$ cat src/pspac_pkg.sv
// Shared types, constants and codes for the per-peer sequenced ack channel.
package pspac_pkg;

  localparam int MAX_PEERS   = 8;
  localparam int QUEUE_DEPTH = 16;
  localparam int SEQ_BITS    = 32;

  localparam int PIDX_W = (MAX_PEERS > 1) ? $clog2(MAX_PEERS) : 1;
  localparam int NP_W   = $clog2(MAX_PEERS + 1);
  localparam int HEAD_W = (QUEUE_DEPTH > 1) ? $clog2(QUEUE_DEPTH) : 1;
  localparam int CNT_W  = $clog2(QUEUE_DEPTH + 1);
  localparam int ADDR_W = ((MAX_PEERS * QUEUE_DEPTH) > 1) ?
                          $clog2(MAX_PEERS * QUEUE_DEPTH) : 1;

  typedef enum logic [1:0] {
    OP_SEND = 2'd0,
    OP_ACK  = 2'd1,
    OP_DATA = 2'd2,
    OP_EXT  = 2'd3
  } opcode_t;

  typedef enum logic [1:0] {
    RK_RESEND  = 2'd0,
    RK_ACK     = 2'd1,
    RK_DELIVER = 2'd2,
    RK_REFUSED = 2'd3
  } kind_t;

  typedef enum logic [2:0] {
    SRC_REFUSE,
    SRC_RESEND,
    SRC_ACK,
    SRC_DELIVER,
    SRC_DIRECT
  } out_src_t;

  typedef enum logic [3:0] {
    ST_IDLE,
    ST_SCAN,
    ST_SEND,
    ST_SCAN_OUT,
    ST_ACK_RD,
    ST_ACK_CHK,
    ST_DATA_ACK,
    ST_DATA_DLV,
    ST_DIRECT
  } state_t;

  typedef struct packed {
    logic [1:0]  opcode;
    logic [2:0]  peer;
    logic [31:0] seq_in;
    logic [15:0] payload_in;
  } in_item_t;

  typedef struct packed {
    logic [1:0]  result_kind;
    logic [2:0]  peer_out;
    logic [31:0] seq_out;
    logic [15:0] payload_out;
    logic        last;
  } out_item_t;

  typedef struct packed {
    logic     load_in;
    logic     sel_scan;
    logic     mem_rd;
    logic     q_push;
    logic     q_pop;
    logic     exp_inc;
    logic     scan_inc;
    logic     emit;
    logic     emit_last;
    out_src_t src;
  } cmd_t;

  typedef struct packed {
    logic [1:0] op;
    logic       is_peer;
    logic       q_full;
    logic       q_nonempty;
    logic       scan_nonempty;
    logic       scan_more;
    logic       scan_done;
    logic       head_match;
    logic       exp_match;
    logic       out_free;
  } sts_t;

endpackage

$ cat src/pspac_ctrl.sv
// Controller state machine: sequences send, resend scan, ack and delivery steps.
module pspac_ctrl (
  input  logic            clk,
  input  logic            rst,
  input  logic            req_valid,
  input  pspac_pkg::sts_t sts,
  output pspac_pkg::cmd_t cmd,
  output logic            idle
);
  import pspac_pkg::*;

  state_t state, state_next;

  always_ff @(posedge clk) begin
    if (rst) begin
      state <= ST_IDLE;
    end else begin
      state <= state_next;
    end
  end

  always_comb begin
    cmd        = '0;
    cmd.src    = SRC_REFUSE;
    state_next = state;
    idle       = (state == ST_IDLE);
    case (state)
      ST_IDLE: begin
        if (req_valid) begin
          cmd.load_in = 1'b1;
          state_next  = ST_SCAN;
        end
      end
      ST_SCAN: begin
        cmd.sel_scan = 1'b1;
        if (sts.op == OP_SEND) begin
          state_next = ST_SEND;
        end else if (sts.scan_done) begin
          if (sts.op == OP_EXT || !sts.is_peer) begin
            state_next = ST_DIRECT;
          end else if (sts.op == OP_ACK) begin
            state_next = ST_ACK_RD;
          end else begin
            state_next = ST_DATA_ACK;
          end
        end else if (sts.scan_nonempty) begin
          cmd.mem_rd = 1'b1;
          state_next = ST_SCAN_OUT;
        end else begin
          cmd.scan_inc = 1'b1;
        end
      end
      ST_SEND: begin
        if (!sts.is_peer || sts.q_full) begin
          if (sts.out_free) begin
            cmd.emit      = 1'b1;
            cmd.emit_last = 1'b1;
            cmd.src       = SRC_REFUSE;
            state_next    = ST_IDLE;
          end
        end else begin
          cmd.q_push = 1'b1;
          state_next = ST_IDLE;
        end
      end
      ST_SCAN_OUT: begin
        cmd.sel_scan = 1'b1;
        if (sts.out_free) begin
          cmd.emit      = 1'b1;
          cmd.src       = SRC_RESEND;
          // last only when nothing follows: an ack from a peer with no later resend
          cmd.emit_last = (sts.op == OP_ACK) && sts.is_peer && !sts.scan_more;
          cmd.scan_inc  = 1'b1;
          state_next    = ST_SCAN;
        end
      end
      ST_ACK_RD: begin
        if (sts.q_nonempty) begin
          cmd.mem_rd = 1'b1;
          state_next = ST_ACK_CHK;
        end else begin
          state_next = ST_IDLE;
        end
      end
      ST_ACK_CHK: begin
        cmd.q_pop  = sts.head_match;
        state_next = ST_IDLE;
      end
      ST_DATA_ACK: begin
        if (sts.out_free) begin
          cmd.emit      = 1'b1;
          cmd.src       = SRC_ACK;
          cmd.emit_last = !sts.exp_match;
          state_next    = sts.exp_match ? ST_DATA_DLV : ST_IDLE;
        end
      end
      ST_DATA_DLV: begin
        if (sts.out_free) begin
          cmd.emit      = 1'b1;
          cmd.src       = SRC_DELIVER;
          cmd.emit_last = 1'b1;
          cmd.exp_inc   = 1'b1;
          state_next    = ST_IDLE;
        end
      end
      ST_DIRECT: begin
        if (sts.out_free) begin
          cmd.emit      = 1'b1;
          cmd.src       = SRC_DIRECT;
          cmd.emit_last = 1'b1;
          state_next    = ST_IDLE;
        end
      end
      default: begin
        state_next = ST_IDLE;
      end
    endcase
  end

endmodule

$ cat config.mk
export PLATFORM = sky130hd
export DESIGN_NAME = pspac_ctrl
export DESIGN_NICKNAME = d
export VERILOG_FILES = /design/src/pspac_pkg.sv /design/src/pspac_ctrl.sv
export SDC_FILE = /design/constraint.sdc
export NUM_CORES = 1
export LEC_CHECK = 0
export BUFFER_PORTS_ARGS = -buffer_cell sky130_fd_sc_hd__buf_2
export CORE_UTILIZATION = 45
export CTS_CLUSTER_SIZE = 16
export DETAILED_ROUTE_END_ITERATION = 10
export PLACE_DENSITY = 0.8
export RECOVER_POWER = 100
export SLEW_MARGIN = 20
export SYNTH_ARGS = -nofsm -noshare
export SYNTH_HDL_FRONTEND = slang
export SYNTH_SLANG_ARGS = --single-unit
$ cat constraint.sdc
create_clock -name clk -period 2 [get_ports clk]
set_input_delay 0.4 -clock clk [delete_from_list [all_inputs] [get_ports clk]]
set_output_delay 0.4 -clock clk [all_outputs]
set_load 0.02 [all_outputs]
==> key figures, run 1 <==
Status
  – Status: complete, no violations

STA
  – Tcrit/Tclk final: 0.9598
  – Fmax: ~520 MHz
  – RSZ-0062 raised after global routing: yes
  – Final setup fails: 0
  – Final Hold Violating Endpoints: 0
  – Worst-Margin Slew: roughly 320 ps
  – Slew Viols, Final: 0
  – Final min period: ~1900 ps
  – Clock skew: 9.996 ps
  – Headroom to the max-slew limit: 0.7859

GRT
  – Initial antenna violation count: 0
  – First-pass GRT wire length: 2842 microns
  – Vias in the first global route: 690
  – Tot GR Track Use: 0.2609
  – Grt ovf: 0
  – Largest net degree at the start of global routing: 17

Critical path
  – R2R Setup Slk: around 420 ps
  – WP data arrival: between 1500 and 2000 ps
  – Crit Path Max Fanout: 7
  – Worst setup EP type: output pin
  – CP Data Required Time: about 1600 ps
  – Setup Crit Path Kind: register to output pin
  – Startpoint types: register

Floorplanning
  – Die area: between 0.0015 and 0.002 sq mm
  – IO Count: 27
  – Area of the core: roughly 0.0013 sq mm
  – Chip width: around 40 microns
  – Site Rows: 13
  – Die height: just over 40 microns
  – Initial core utilization: 0.4925

Synthesis
  – #FFs+latches synth: 4
  – Syn Area/Cell: approximately 7 sq um
  – Mapped Cells: 93
  – Main synth FF type: dfxtp_1
  – Syn_nets: approximately 110
  – Async SR Flop Fraction: 0
  – Yosys Warn Count: 0
  – Post-synth EDFFs: 0
  – Mapped cell area: between 600 and 700 sq um
  – Netlist cell types: 40
  – Sequential area share after synthesis: 0.1219

Final layout
  – Largest Register: state
  – Layout Nets: between 100 and 150
  – Antenna cells: 0
  – Most frequent cells in the layout: buf_2 (24), nor2_1 (11), buf_4 (10)
  – Biggest regs: state (4)
  – Fraction of layout cells with a size suffix above 1: 0.4113
  – Commonest non-fill, non-tap cell in the layout: buf_2
  – Max reg flops: 4
  – Area growth syn-to-layout: 28.95%
  – Design Area, Final: between 800 and 900 sq um

Place
  – Final GP Congestion: slightly below 1
  – I/O Buffers: 26
  – DP Area: roughly 800 sq um
  – Hpwl dp: ~1400 microns

Detailed routing
  – Routed via count: ~830
  – DRC viols: 0
  – Total wire length: 1912 microns
  – Routed vias/inst: about 6.0
  – DR iter-0 viols: 20
  – WL/cell: around 14 microns
  – DR pass1 iterations: 4
  – DRT antenna net count: 0

Clock tree
  – CTS H-tree lvls: 1
  – CTS buffer count: 3
  – Clock-pin slew on the worst setup and hold paths: 50 ps
  – CTS max path bufs: 2
  – CTS tree: yes
  – Clock Latency Late Sink: 250 ps
  – Clock root buffer: clkbuf_4
  – Clk sink count: 4

Power and ir drop
  – Clock share of power: 0.221
  – Final Power: roughly 0.49 mW
  – VDD IR-drop max: between 200 and 300 uV
  – Internal power: 0.2756 mW
  – NetSw: approximately 0.21 mW
  – Sequential Power Share: 0.197
  – Combinational share of power: 0.582
  – Pwr Density: about 580 mW/mm^2
  – Net Sw Frac: 0.4347
  – Leakage: about 0.43 nW

Run
  – Max-cap viol count: 0

Min path
  – Hold Path Class: input pin to register
==> synthesized netlist by cell type (all sizes together), types with 2 or more instances <==
master | number | area, sq um
a21oi | 9 | 48.80
and3 | 3 | 18.77
buf | 5 | 46.29
dfxtp | 4 | 80.08
inv | 6 | 22.52
nand2 | 9 | 33.78
nand3 | 4 | 20.02
nor2 | 12 | 52.55
nor2b | 4 | 27.53
nor3 | 6 | 41.29
nor4 | 3 | 18.77
o211ai | 3 | 32.53
o21ai | 6 | 33.78
xor2 | 2 | 17.52
==> through the flow <==
step | cells | hold WS, ps | setup slack [ps] | setup TNS (ps) | util
finish | 139 | 376.2 | 80.48 | 0 | 0.6351
global route | 139 | 380.7 | -1.313 | -1.313 | 0.6351
CTS | 137 | 382.5 | 30.56 | 0 | 0.6144
detailed placement | 134 | 573.0 | 290.0 | 0 | 0.5976
floorplan | 93 | 469.1 | 258.1 | 0 | -
global placement | 134 | 569.1 | 298.5 | 0 | 0.5976
==> path summary, 6_finish.rpt <==
kind              endpoint  cells past startpoint      from
setup / recovery    cmd[4]                      5  state[2]
hold / removal    state[0]                      2       rst
setup reg to reg  state[2]                      7  state[0]
hold reg to reg   state[0]                      2  state[0]
==> per-layer routing <==
metal,vias to the layer above,track usage,share of wire
met1,382,0.3179,0.43
met3,4,0.03333,0.084
met2,48,0.4677,0.47
met5,-,0,0
met4,0,0.08333,0.012
li1,400,-,-
==> repair_timing <==
action | CTS | global route
setup endpoints to repair | 0 | 2
gates resized for setup | 0 | 7
hold buffers | 0 | 0
setup buffers | 0 | 2
==> worst max-delay path, cell delays in order, from the launching register on <==
cell	delay, ps
dfxtp_4	360
or2_4	260
nor3_4	260
o31ai_1	90
a21oi_1	140
buf_4	150
==> layout make-up <==
cell class / instances / area [sq um]
multi-input cells: 77 / 500.5
clock buffers: 3 / 22.52
flip-flops and latches: 4 / 87.58
fillers: 124 / 486.7
well taps: 15 / 18.77
repair buffers: 34 / 195.2
inverters: 6 / 22.52
==> cells by family (layout without fill, tap and decap cells) <==
group | count (synthesis) | in the layout | share of synthesized area
AOI/OAI and AO/OA | 30 | 30 | 0.3467
buffers and inverters | 12 | 43 | 0.1162
DFF | 4 | 4 | 0.1219
muxes | 1 | 1 | 0.01524
and+or+nand+nor | 44 | 44 | 0.3733
xor gates and xnor gates | 2 | 2 | 0.02667
==> power by group through the flow <==
| stage | Clock (mW) | Sequential, mW | Combinational, mW |
|---|---|---|---|
| 6_report | 0.108 | 0.0961 | 0.284 |
| 5_1_grt | 0.110 | 0.0964 | 0.307 |
| 4_1_cts | 0.104 | 0.102 | 0.264 |
| 3_5_place_dp | 0 | 0.103 | 0.263 |
| 3_3_place_gp | 0 | 0.103 | 0.260 |
| 2_1_floorplan | 0 | 0.0941 | 0.204 |
(Power assumes the default switching activity.)
==> inputs of run 2 (changes only) <==
SETUP_SLACK_MARGIN = 0.4   (was default)
==> run 2 against run 1 <==
Count of clock-buffer cells in the layout did not move. Global-route usage increased by 5.1 points. Sequential power increased by 10%. Design area is 31% higher. Highest routed layer unchanged.
==> key figures, run 2 (synthesized netlist as in run 1, its figures left out) <==
STA
  – Worst-Margin Slew: 309.1 ps (-9.645 ps)
  – Clock skew: 2.794 ps (-7.202 ps)
  – Final Hold Violating Endpoints: 0 (unchanged)
  – RSZ-0062 raised after global routing: yes
  – Tcrit/Tclk final: 0.9630 (+0.003280)
  – Final setup fails: 0 (unchanged)
  – Headroom to the max-slew limit: 0.7922 (+0.006349)
  – Fmax: 519.2 MHz (-0.34%)
  – Slew Viols, Final: 0 (unchanged)
  – Final min period: 1926 ps (+6.559 ps)
  – WHS: 359.7 ps (-16.50 ps)
  – Setup TNS: 0 ps (unchanged)

Final layout
  – Commonest non-fill, non-tap cell in the layout: buf_4
  – Largest Register: state
  – Antenna cells: 0 (unchanged)
  – Biggest regs: state (4)
  – Max reg flops: 4 (unchanged)
  – Non-Filler Instances: 152 (+9.4%)
  – Layout Nets: 153 (+9.3%)
  – Area growth syn-to-layout: 68.95%
  – Fraction of layout cells with a size suffix above 1: 0.5766 (+0.1654)
  – Layout fillers: 92 (-26%)
  – Most frequent cells in the layout: buf_4 (15), buf_2 (13), buf_6 (9)

Floorplanning
  – Site Rows: 13 (unchanged)
  – Chip width: 40.21 microns (unchanged)
  – Die area: 0.001616 sq mm (unchanged)
  – Initial core utilization: 0.4925 (unchanged)
  – Area of the core: 0.001334 sq mm (unchanged)
  – IO Count: 27 (unchanged)
  – Die height: 40.21 microns (unchanged)

Critical path
  – R2R Setup Slk: 100 ps (-320 ps)
  – Delay of the slowest critical-path stage: 360 ps (about the same)
  – End of the critical path: cmd[5]
  – WP data arrival: 1530 ps (about the same)
  – Critical path depth: 5 (unchanged)
  – R2R Path End: state[2]
  – Crit path launch: state[1]
  – Setup Crit Path Kind: register to output pin
  – CP Data Required Time: 1600 ps (about the same)
  – Critical path buffer and inverter count: 2 (+1)
  – CP delay by family, top: simple AND/OR/NAND/NOR gates
  – Crit Path Max Fanout: 4 (-3)
  – Worst path cell trace: buf_6, nor4_2, a21oi_2, nor3_2, buf_4
  – Slowest CP cell: dfxtp_4
  – Startpoint types: register
  – Worst-case reg-to-reg path depth: 9 (+2)
  – R2r startpoint: state[0]
  – Worst setup EP type: output pin

Clock tree
  – CTS tree: yes
  – Clock Latency Late Sink: 250 ps (about the same)
  – Clock root buffer: clkbuf_4
  – Hold-fix buffers, CTS: 0 (unchanged)
  – Clk sink count: 4 (unchanged)
  – CTS H-tree lvls: 1 (unchanged)
  – Clock-pin slew on the worst setup and hold paths: 50 ps (about the same)
  – CTS buffer count: 3 (unchanged)
  – CTS max path bufs: 2 (unchanged)

Detailed routing
  – DR pass1 iterations: 4 (unchanged)
  – DRT antenna net count: 0 (unchanged)
  – WL/cell: 18.47 microns (+34%)
  – Routed via count: 973 (+17%)
  – DR iter-0 viols: 60 (+200%)
  – DRC viols: 0 (unchanged)
  – Routed vias/inst: 6.401 (+6.7%)
  – Total wire length: 2808 microns (+47%)

GRT
  – Tot GR Track Use: 0.3120 (+0.05113)
  – Initial antenna violation count: 0 (unchanged)
  – Vias in the first global route: 784 (+14%)
  – Grt ovf: 0 (unchanged)
  – First-pass GRT wire length: 3429 microns (+21%)
  – Largest net degree at the start of global routing: 11 (-6)

Run
  – Max-cap viol count: 0 (unchanged)

Status
  – Status: complete, no violations

Power and ir drop
  – VDD IR-drop max: 500.3 uV (+91%)
  – Final Power: 0.6497 mW (+33%)
  – Pwr Density: 585.4 mW/mm^2 (+1.7%)
  – Leakage: 0.5140 nW (+20%)

Place
  – Placed cells: 134 (unchanged)
  – I/O Buffers: 26 (unchanged)
  – Hpwl dp: 1524 microns (+7.1%)
  – Final GP Congestion: 0.8940 (-7.7%)

Min path
  – Hold Path Class: input pin to register
run 2: cell count changes in the layout (fill, tap and decap cells not counted), sizes merged:
cell    before  now
clkbuf       3   10
buf         34   40
run 2: worst min path at each step:
stage,startpoint,to,slack [ps],cells past startpoint
after global placement,state[0],state[0],610,2
after floorplan,rst,state[0],470,1
final,rst,state[3],360,2
after detailed placement,rst,state[0],610,2
after CTS,rst,state[0],360,2
after global routing,rst,state[3],360,2
run 2: area by class of cell:
type                            instances  area (sq um)  area share
Multi-Input combinational cell         77         590.6      0.5321
Timing Repair Buffer                   47         362.8      0.3269
Sequential cell                         4         92.59     0.08343
Clock buffer                            3         22.52     0.02029
Inverter                                6         22.52     0.02029
Tap cell                               15         18.77     0.01691
run 2: worst register-to-register path, cell delays in order, from the launching register on:
cell	delay, ps
dfxtp_4	370
clkbuf_4	150
buf_6	120
buf_12	120
buf_8	110
inv_1	190
mux2i_1	230
a21oi_1	130
o2bb2ai_1	150
a32o_1	220
run 2: stage by stage:
step	setup slack (ps)	utilization	area [sq um]
after floorplan	259.1	-	669.4
after global placement	260.8	0.6069	809.5
after CTS	158.7	0.7139	952.2
after detailed placement	192.7	0.6069	809.5
after global routing	20.17	0.8321	1110
final	73.92	0.8321	1110
run 2: where the power goes:
| part | leakage, nW | internal, mW | switching (mW) | total [mW] |
|---|---|---|---|---|
| Sequential | 0.0353 | 0.0894 | 0.0171 | 0.106 |
| Combinational | 0.465 | 0.205 | 0.220 | 0.426 |
| Clock | 0.0138 | 0.0683 | 0.0494 | 0.118 |
run 2: metal layers:
layer	wire, microns	vias to the layer above	track usage	part of all wire
met5	0	-	0	0
met4	48	0	0.09167	0.017
met3	241	10	0.02778	0.086
met2	1392	78	0.5685	0.50
met1	1126	462	0.3828	0.40
li1	-	423	-	-
run 2: what timing repair did:
item | 4_1_cts | 5_1_grt
pin swaps | 9 | 9
endpoints found under the setup margin | 14 | 12
setup buffers | 7 | 8
gates resized for setup | 25 | 40
==> inputs of run 3 (changes only) <==
HOLD_SLACK_MARGIN = 0.02   (was default)
RECOVER_POWER = default   (was 100)
SLEW_MARGIN = 15   (was 20)
==> run 3 against run 2 <==
Sequential cell count did not move. Sequential share of layout area is 0.39 points lower. Global-route usage unchanged. Register-to-register slack better by 140 ps. Largest power group unchanged. Highest routed layer unchanged.
==> key figures, run 3 (synthesized netlist as in run 1, its figures left out) <==
Status
  – Status: complete, no violations

Power and ir drop
  – Pwr Density: 580.0 mW/mm^2 (-0.92%)
  – NetSw: 0.2970 mW (+3.6%)
  – Clock share of power: 0.176 (-0.005)
  – VDD IR-drop max: 504.7 uV (+0.87%)
  – Internal power: 0.3779 mW (+4.1%)
  – Sequential Power Share: 0.158 (-0.006)
  – Net Sw Frac: 0.4401 (-0.001136)
  – Combinational share of power: 0.666 (+0.011)
  – Leakage: 0.5324 nW (+3.6%)

Floorplanning
  – Area of the core: 0.001334 sq mm (unchanged)
  – Chip width: 40.21 microns (unchanged)
  – Site Rows: 13 (unchanged)
  – Die area: 0.001616 sq mm (unchanged)
  – Initial core utilization: 0.4925 (unchanged)
  – Die height: 40.21 microns (unchanged)
  – IO Count: 27 (unchanged)

Detailed routing
  – DRC viols: 0 (unchanged)
  – WL/cell: 18.53 microns (+0.28%)
  – Total wire length: 2816 microns (+0.28%)
  – Routed via count: 972 (-0.10%)
  – Routed vias/inst: 6.395 (-0.10%)
  – DR iter-0 viols: 47 (-22%)
  – DRT antenna net count: 0 (unchanged)
  – DR pass1 iterations: 4 (unchanged)

STA
  – Final min period: 1899 ps (-27.26 ps)
  – Fmax: 526.6 MHz (+1.4%)
  – Final Hold Violating Endpoints: 0 (unchanged)
  – Tcrit/Tclk final: 0.9494 (-0.01363)
  – Slew Viols, Final: 0 (unchanged)
  – Worst-Margin Slew: 286.2 ps (-22.94 ps)
  – WHS: 358.9 ps (-0.7640 ps)
  – Setup TNS: 0 ps (unchanged)
  – Headroom to the max-slew limit: 0.8088 (+0.01655)
  – Final setup fails: 0 (unchanged)
  – Clock skew: 5.294 ps (+2.500 ps)
  – RSZ-0062 raised after global routing: yes

Critical path
  – Setup Crit Path Kind: register to output pin
  – Critical path buffer and inverter count: 1 (-1)
  – R2R Path End: state[2]
  – CP Data Required Time: 1600 ps (about the same)
  – Startpoint types: register
  – Worst path cell trace: or2_4, nor3_4, o31ai_2, a21oi_2, buf_6
  – Delay of the slowest critical-path stage: 370 ps (about the same)
  – R2r startpoint: state[0]
  – R2R Setup Slk: 240 ps (+140 ps)
  – Worst setup EP type: output pin
  – WP data arrival: 1500 ps (-30 ps)
  – Worst-case reg-to-reg path depth: 9 (unchanged)
  – Crit Path Max Fanout: 7 (+3)
  – CP delay by family, top: simple AND/OR/NAND/NOR gates
  – Crit path launch: state[0]
  – Slowest CP cell: dfxtp_4

GRT
  – Grt ovf: 0 (unchanged)
  – Vias in the first global route: 784 (unchanged)
  – Tot GR Track Use: 0.3120 (unchanged)
  – First-pass GRT wire length: 3429 microns (unchanged)
  – Largest net degree at the start of global routing: 11 (unchanged)
  – Initial antenna violation count: 0 (unchanged)

Clock tree
  – Clock root buffer: clkbuf_4
  – Clock-pin slew on the worst setup and hold paths: 40 ps (about the same)
  – CTS tree: yes
  – CTS buffer count: 3 (unchanged)
  – Hold-fix buffers, CTS: 0 (unchanged)
  – CTS max path bufs: 2 (unchanged)
  – Clock Latency Late Sink: 250 ps (about the same)
  – CTS H-tree lvls: 1 (unchanged)
  – Clk sink count: 4 (unchanged)

Final layout
  – Biggest regs: state (4)
  – Most frequent cells in the layout: buf_4 (18), buf_2 (15), buf_6 (11)
  – Fraction of layout cells with a size suffix above 1: 0.6277 (+0.05109)
  – Antenna cells: 0 (unchanged)
  – Layout fillers: 74 (-20%)
  – Layout Nets: 153 (unchanged)
  – Max reg flops: 4 (unchanged)
  – Area growth syn-to-layout: 77.14%
  – Largest Register: state
  – Commonest non-fill, non-tap cell in the layout: buf_4

Min path
  – Hold Path Origin: rst
  – Hold Path Class: input pin to register
  – Worst Hold Depth: 2 (unchanged)
  – Hold worst-path end: state[3]

Run
  – Max-cap viol count: 0 (unchanged)

Place
  – Final GP Congestion: 0.8940 (unchanged)
  – Hpwl dp: 1524 microns (unchanged)
  – I/O Buffers: 26 (unchanged)
-- run 3: cell types whose count changed in the layout (fill, tap and decap cells not counted) --
| cell | delta |
|---|---|
| and3_1 | -2 |
| and3_4 | +2 |
| buf_2 | +2 |
| buf_4 | +3 |
| buf_6 | +2 |
| clkbuf_1 | -3 |
| clkbuf_2 | -3 |
| clkbuf_4 | -1 |
| inv_1 | -1 |
| inv_8 | +1 |
| nor4_2 | -1 |
| nor4_4 | +1 |
| o221ai_1 | -1 |
| o221ai_2 | +1 |
-- run 3: layer usage --
layer  part of all wire  wire length [microns]  vias to the layer above  global-route usage
li1                   -                      -                      423                   -
met1               0.43                   1207                      475              0.3828
met2               0.49                   1387                       65              0.5685
met4              0.016                     44                        0             0.09167
met3              0.063                    177                        9             0.02778
met5                  0                      0                        -                   0
-- run 3: how the worst max path moves through the flow --
| stage | endpoint | slack [ps] | cells after the start |
|---|---|---|---|
| 2_1_floorplan | cmd[5] | 260 | 5 |
| 3_3_place_gp | cmd[4] | 260 | 5 |
| 3_5_place_dp | cmd[4] | 190 | 5 |
| 4_1_cts | cmd[4] | 160 | 5 |
| 5_1_grt | cmd[3] | 30 | 5 |
| 6_report | cmd[4] | 100 | 5 |
-- run 3: layout make-up --
class | instances | area (sq um) | share of cell area
clock buffer | 3 | 22.52 | 0.01935
inverter | 6 | 30.03 | 0.02581
multi-input combinational | 77 | 615.6 | 0.5290
sequential | 4 | 92.59 | 0.07957
tap | 15 | 18.77 | 0.01613
timing repair buffer | 47 | 384.1 | 0.3301
-- run 3: power groups by stage --
stage	registers [mW]	clock network [mW]	logic, mW
floorplan	0.0941	0	0.209
global placement	0.110	0	0.249
detailed placement	0.111	0	0.256
finish	0.107	0.119	0.449
CTS	0.103	0.108	0.317
global route	0.106	0.124	0.467
-- run 3: worst reg2reg max path: cells and delay by family (launching register included) --
family          cells  cell delay, ps
buf+inv             4             530
compound gates      2             410
flops               1             370
simple gates        3             320
-- run 3: stage by stage --
stage	util	power (mW)	worst slack [ps]	instance area, sq um	instances
2_1_floorplan	-	0.3029	259.1	669.4	93
3_3_place_gp	0.6069	0.3593	260.8	809.5	134
3_5_place_dp	0.6069	0.3665	192.7	809.5	134
4_1_cts	0.7139	0.5279	158.7	952.2	144
5_1_grt	0.8724	0.6974	26.08	1164	152
6_report	0.8724	0.6749	101.2	1164	152
-- run 3: repair_timing --
| item | 4_1_cts | 5_1_grt |
|---|---|---|
| setup endpoints to repair | 14 | 12 |
| setup buffers | 7 | 8 |
| resized for setup | 25 | 40 |
| pin swaps | 9 | 9 |
